===== config.mk =====
export PLATFORM = sky130hd
export DESIGN_NAME = lelr_walk_unit
export DESIGN_NICKNAME = d
export VERILOG_FILES = /design/src/lelr_walk_unit.sv
export SDC_FILE = /design/constraint.sdc
export NUM_CORES = 1
export LEC_CHECK = 0
export CORE_AREA = 3 3 40 42
export DETAILED_ROUTE_END_ITERATION = 8
export DIE_AREA = 0 0 43 45
export DONT_BUFFER_PORTS = 1
export PLACE_DENSITY = 0.49
export SETUP_SLACK_MARGIN = 0.2
export SYNTH_ARGS = -nofsm -noshare
export SYNTH_HDL_FRONTEND = slang
export SYNTH_SLANG_ARGS = --single-unit
export TNS_END_PERCENT = 50

===== constraint.sdc =====
create_clock -name vclk -period 1.4
set_input_delay 0.14 -clock vclk [all_inputs]
set_output_delay 0.14 -clock vclk [all_outputs]
set_load 0.005 [all_outputs]

===== src/lelr_walk_unit.sv =====
// Shared position advance and slot counter used by the sweep, the eviction walk and the pointer.
`timescale 1ns / 1ps

module lelr_walk_unit #(
    parameter int DEPTH = 1024,
    parameter int AW    = (DEPTH > 1) ? $clog2(DEPTH) : 1,
    parameter int CW    = $clog2(DEPTH + 1)
) (
    input  logic [AW-1:0] pos,
    input  logic [CW-1:0] cnt,
    output logic [AW-1:0] pos_next,
    output logic          wrap,
    output logic [CW-1:0] cnt_inc,
    output logic          cnt_full
);

    assign wrap     = (pos == AW'(DEPTH - 1));
    assign pos_next = wrap ? '0 : pos + 1'b1;
    assign cnt_inc  = cnt + 1'b1;
    assign cnt_full = (cnt_inc == CW'(DEPTH));

endmodule


==> Word level (Yosys, flattened, before mapping) <==
Cells that the tools add are included.
{ "classes": {"add_sub_neg": 2, "n_eq_ne": 2, "muxes": 1} }
{ "op_table": {"columns": ["operator", "count"], "rows": [
  ["$add A11 B1 Y11 const B", 1],
  ["$eq A11 B11 Y1 const B", 1],
  ["$add A10 B1 Y10 const B", 1],
  ["$eq A10 B10 Y1 const B", 1],
  ["$mux W10", 1]
]} }
{ "totals": {"register_bits": 0, "input_bits": 21, "out_inout_bits": 23, "word_cells": 5} }

==> Longest topological paths before layout <==
{ "depth": {"depth_word": 2, "ltp_mapped": 6, "ltp_nobuf": 5} }

==> Worst setup path before layout <==
Ideal clock, no wire load.
{ "synth_timing": {"path_type": "input to output", "start": "input port pos[0]", "end": "output port pos_next[1]", "arrival_ns": 1.213, "t_required_ns": 1.260, "slack_ns": 0.047, "cell_stages": 6, "n_path_buf": 1, "path_cell_list": "ha_1 > and3_1 > and4_1 > and4_1 > buf_4 > nor2b_1"} }
{ "synth_via": {"elab_chain_len": 2, "word_cells_on_any_way": 3, "classes_between": "1 x add/sub; 1 x eq/ne; 1 x mux"} }
{ "synth_lines": {"columns": ["item", "line_no", "source"], "rows": [
  ["from (decl)", "9", "input logic [AW-1:0] pos,"],
  ["$eq A10 B10 Y1", "17", "assign wrap = (pos == AW'(DEPTH - 1));"],
  ["named net wrap", "12", "output logic wrap,"],
  ["$mux W10", "18", "assign pos_next = wrap ? '0 : pos + 1'b1;"],
  ["to (decl)", "11", "output logic [AW-1:0] pos_next,"]
]} }
The timed path passes the listed nets, and every way through them passes these cells.

==> Worst setup path after layout <==
{ "layout_timing": {"start": "input port cnt[0]", "end": "output port cnt_full"} }
{ "layout_via": {"elab_chain_len": 2} }
{ "layout_lines": {"columns": ["item", "line_no", "source"], "rows": [
  ["from (decl)", "10", "input logic [CW-1:0] cnt,"],
  ["$add A11 B1 Y11", "19", "assign cnt_inc = cnt + 1'b1;"],
  ["$eq A11 B11 Y1", "20", "assign cnt_full = (cnt_inc == CW'(DEPTH));"],
  ["to (decl)", "14", "output logic cnt_full"]
]} }
Every way passes these cells.

==> impl_metrics.env <==
export IMPL_drive_above_1_share=0.2857
export IMPL_rows=13
export IMPL_busiest_layer="met2"
export IMPL_place_congestion=0.6779
export IMPL_seq_cells=0
export IMPL_dpl_cell_count=76
export IMPL_regArea_um2=0
export IMPL_syn_area_um2=407.9
export IMPL_via_per_inst=5.538
export IMPL_grt_pass1_vias=388
export IMPL_drt_wirelength_per_cell_um=13.83
export IMPL_arrival_ns=1.09
export IMPL_dr_total_vias=432
export IMPL_ys_seq_area_frac=0
export IMPL_synth_cells=61
export IMPL_finalCriticalPeriod_ns=1.229
export IMPL_crit_family="simple AND/OR/NAND/NOR gates"
export IMPL_dieArea_mm2=0.001935
export IMPL_coreArea_mm2=0.001285
export IMPL_yosysWarnings=0
export IMPL_maxCapViolations=0
export IMPL_critPathMostFrequentCell="nor4_2"
export IMPL_rsz0062_at_grt="yes"
export IMPL_crit_buf_inv=0
export IMPL_num_antenna_cells=0
export IMPL_critPathLaunchType="input port"
export IMPL_synth_cell_types=23
export IMPL_hold_viol_final=0
export IMPL_worstMarginPinSlew_ns=0.3819
export IMPL_crit_fanout=4
export IMPL_power_leakage_nw=0.1829
export IMPL_die_w_um=43
export IMPL_cpMaxStageDelayCell="nor4_2"
export IMPL_pin_count=44
export IMPL_mostFrequentLayoutCells="8 x xnor2_1, 7 x xor2_1, 7 x nand2_1, 5 x nor2_1, 4 x nand3_1"
export IMPL_grtUsageMet2=0.1766
export IMPL_slowest_delay_ns=0.29
export IMPL_drt_pass1_iterations=4
export IMPL_critPathKind="in -> out"
export IMPL_nClkBuffers=0
export IMPL_cp_end_kind="output pin"
export IMPL_final_cells=78
export IMPL_maxSlewHeadroom=0.7434
export IMPL_finalCritPeriodShare=0.8777
export IMPL_grt_overflow=0
export IMPL_met1_usage=0.1429
export IMPL_track_usage=0.1020
export IMPL_dp_hpwl_um=925.7
export IMPL_cp_cell_sequence="ha_4 > nand4_1 > nor4_2 > o221ai_1 > nor4_2"
export IMPL_drt_total_wl_um=1079
export IMPL_syn_area_per_cell_um2=6.687
export IMPL_drc=0
export IMPL_io_buffer_count=0
export IMPL_syn_to_final_growth_pct=25.46
export IMPL_status="finished, final reports clean"
export IMPL_ant_nets=0
export IMPL_drv_slew=0
export IMPL_hp_class="in -> out"
export IMPL_chipHeight_um=45
export IMPL_fillers=153
export IMPL_mostFrequentLayoutCell="xnor2_1"
export IMPL_finalNetCount=88
export IMPL_initial_core_util=0.3174
export IMPL_power_density_mw_per_mm2=174.6
export IMPL_required_ns=1.26
export IMPL_fmax_mhz=813.8
export IMPL_grt_max_degree=7
export IMPL_antenna_found_initial=0
export IMPL_tns_ns=0
export IMPL_setup_violations=0
export IMPL_syn_num_nets=84
export IMPL_use_met3=0.01594
export IMPL_grt_pass1_wl_um=1656
export IMPL_ir_drop_mv=0.08024
export IMPL_drt_iter0_drc=3
==> cell families (layout without fill, tap and decap cells) <==
group,after synthesis,in the layout,synth area share
buffers and inverters,4,6,0.04602
AO/OA/AOI/OAI,4,4,0.08284
XOR/XNOR,15,15,0.3221
adder cells (fa/ha/maj),2,2,0.06134
AND/OR/NAND/NOR,36,36,0.4878
==> repair_timing <==
| item | 4_1_cts | 5_1_grt |
|---|---|---|
| pin swaps | 4 | 6 |
| cloned | 0 | 0 |
| setup endpoints to repair | 8 | 8 |
| gates resized for setup | 6 | 5 |
| buffers inserted | 1 | 1 |
| hold buffers | 0 | 0 |
==> worst paths after layout <==
check / slack [ns] / from / end / cells past startpoint
setup / recovery: 0.17 / cnt[0] / cnt_full / 5
hold / removal: 0.30 / pos[0] / pos_next[0] / 1
==> cell type report <==
class              count  area, µm²  share of cell area
inverters              3      11.26             0.02200
well taps             15      18.77             0.03667
repair buffers         3      26.28             0.05134
multi-input cells     57      455.4              0.8900
==> cell usage after synthesis <==
library cell / instances / area (µm²)
nor2_1: 9 / 33.78
xnor2_1: 8 / 70.07
nand2_1: 7 / 26.28
xor2_1: 7 / 61.31
nand3_1: 4 / 20.02
inv_1: 3 / 11.26
and2_2: 2 / 15.01
and4_1: 2 / 17.52
ha_1: 2 / 25.02
nand4_1: 2 / 12.51
nor3_1: 2 / 10.01
nor4_1: 2 / 12.51
a22o_1: 1 / 8.760
and3_1: 1 / 6.260
buf_4: 1 / 7.510
nand3_2: 1 / 10.01
nor2b_1: 1 / 6.260
nor3_2: 1 / 10.01
nor4_2: 1 / 12.51
o21bai_1: 1 / 7.510
o221ai_1: 1 / 8.760
o31a_1: 1 / 8.760
or2_1: 1 / 6.260
==> power breakdown <==
group          internal (mW)  switching [mW]  total, mW
clock                      0               0          0
sequential                 0               0          0
combinational         0.0446          0.0447     0.0894
==> per-stage QoR <==
step / power (mW) / setup slack [ns] / util / instance area [µm²] / hold slack [ns]
2_1_floorplan: 0.06982 / 0.1924 / - / 426.7 / 0.3065
3_3_place_gp: 0.07958 / 0.08565 / 0.3437 / 441.7 / 0.3112
3_5_place_dp: 0.07931 / 0.02044 / 0.3437 / 441.7 / 0.3094
4_1_cts: 0.08341 / 0.06404 / 0.3729 / 479.2 / 0.3096
5_1_grt: 0.1002 / 0.05319 / 0.3982 / 511.7 / 0.3020
6_report: 0.08937 / 0.1712 / 0.3982 / 511.7 / 0.3005
==> layer usage <==
metal,wire length (µm),up-vias
met5,0,-
met1,455,184
li1,-,217
met2,510,31
met3,113,0
met4,0,0
(Power assumes the default switching activity.)
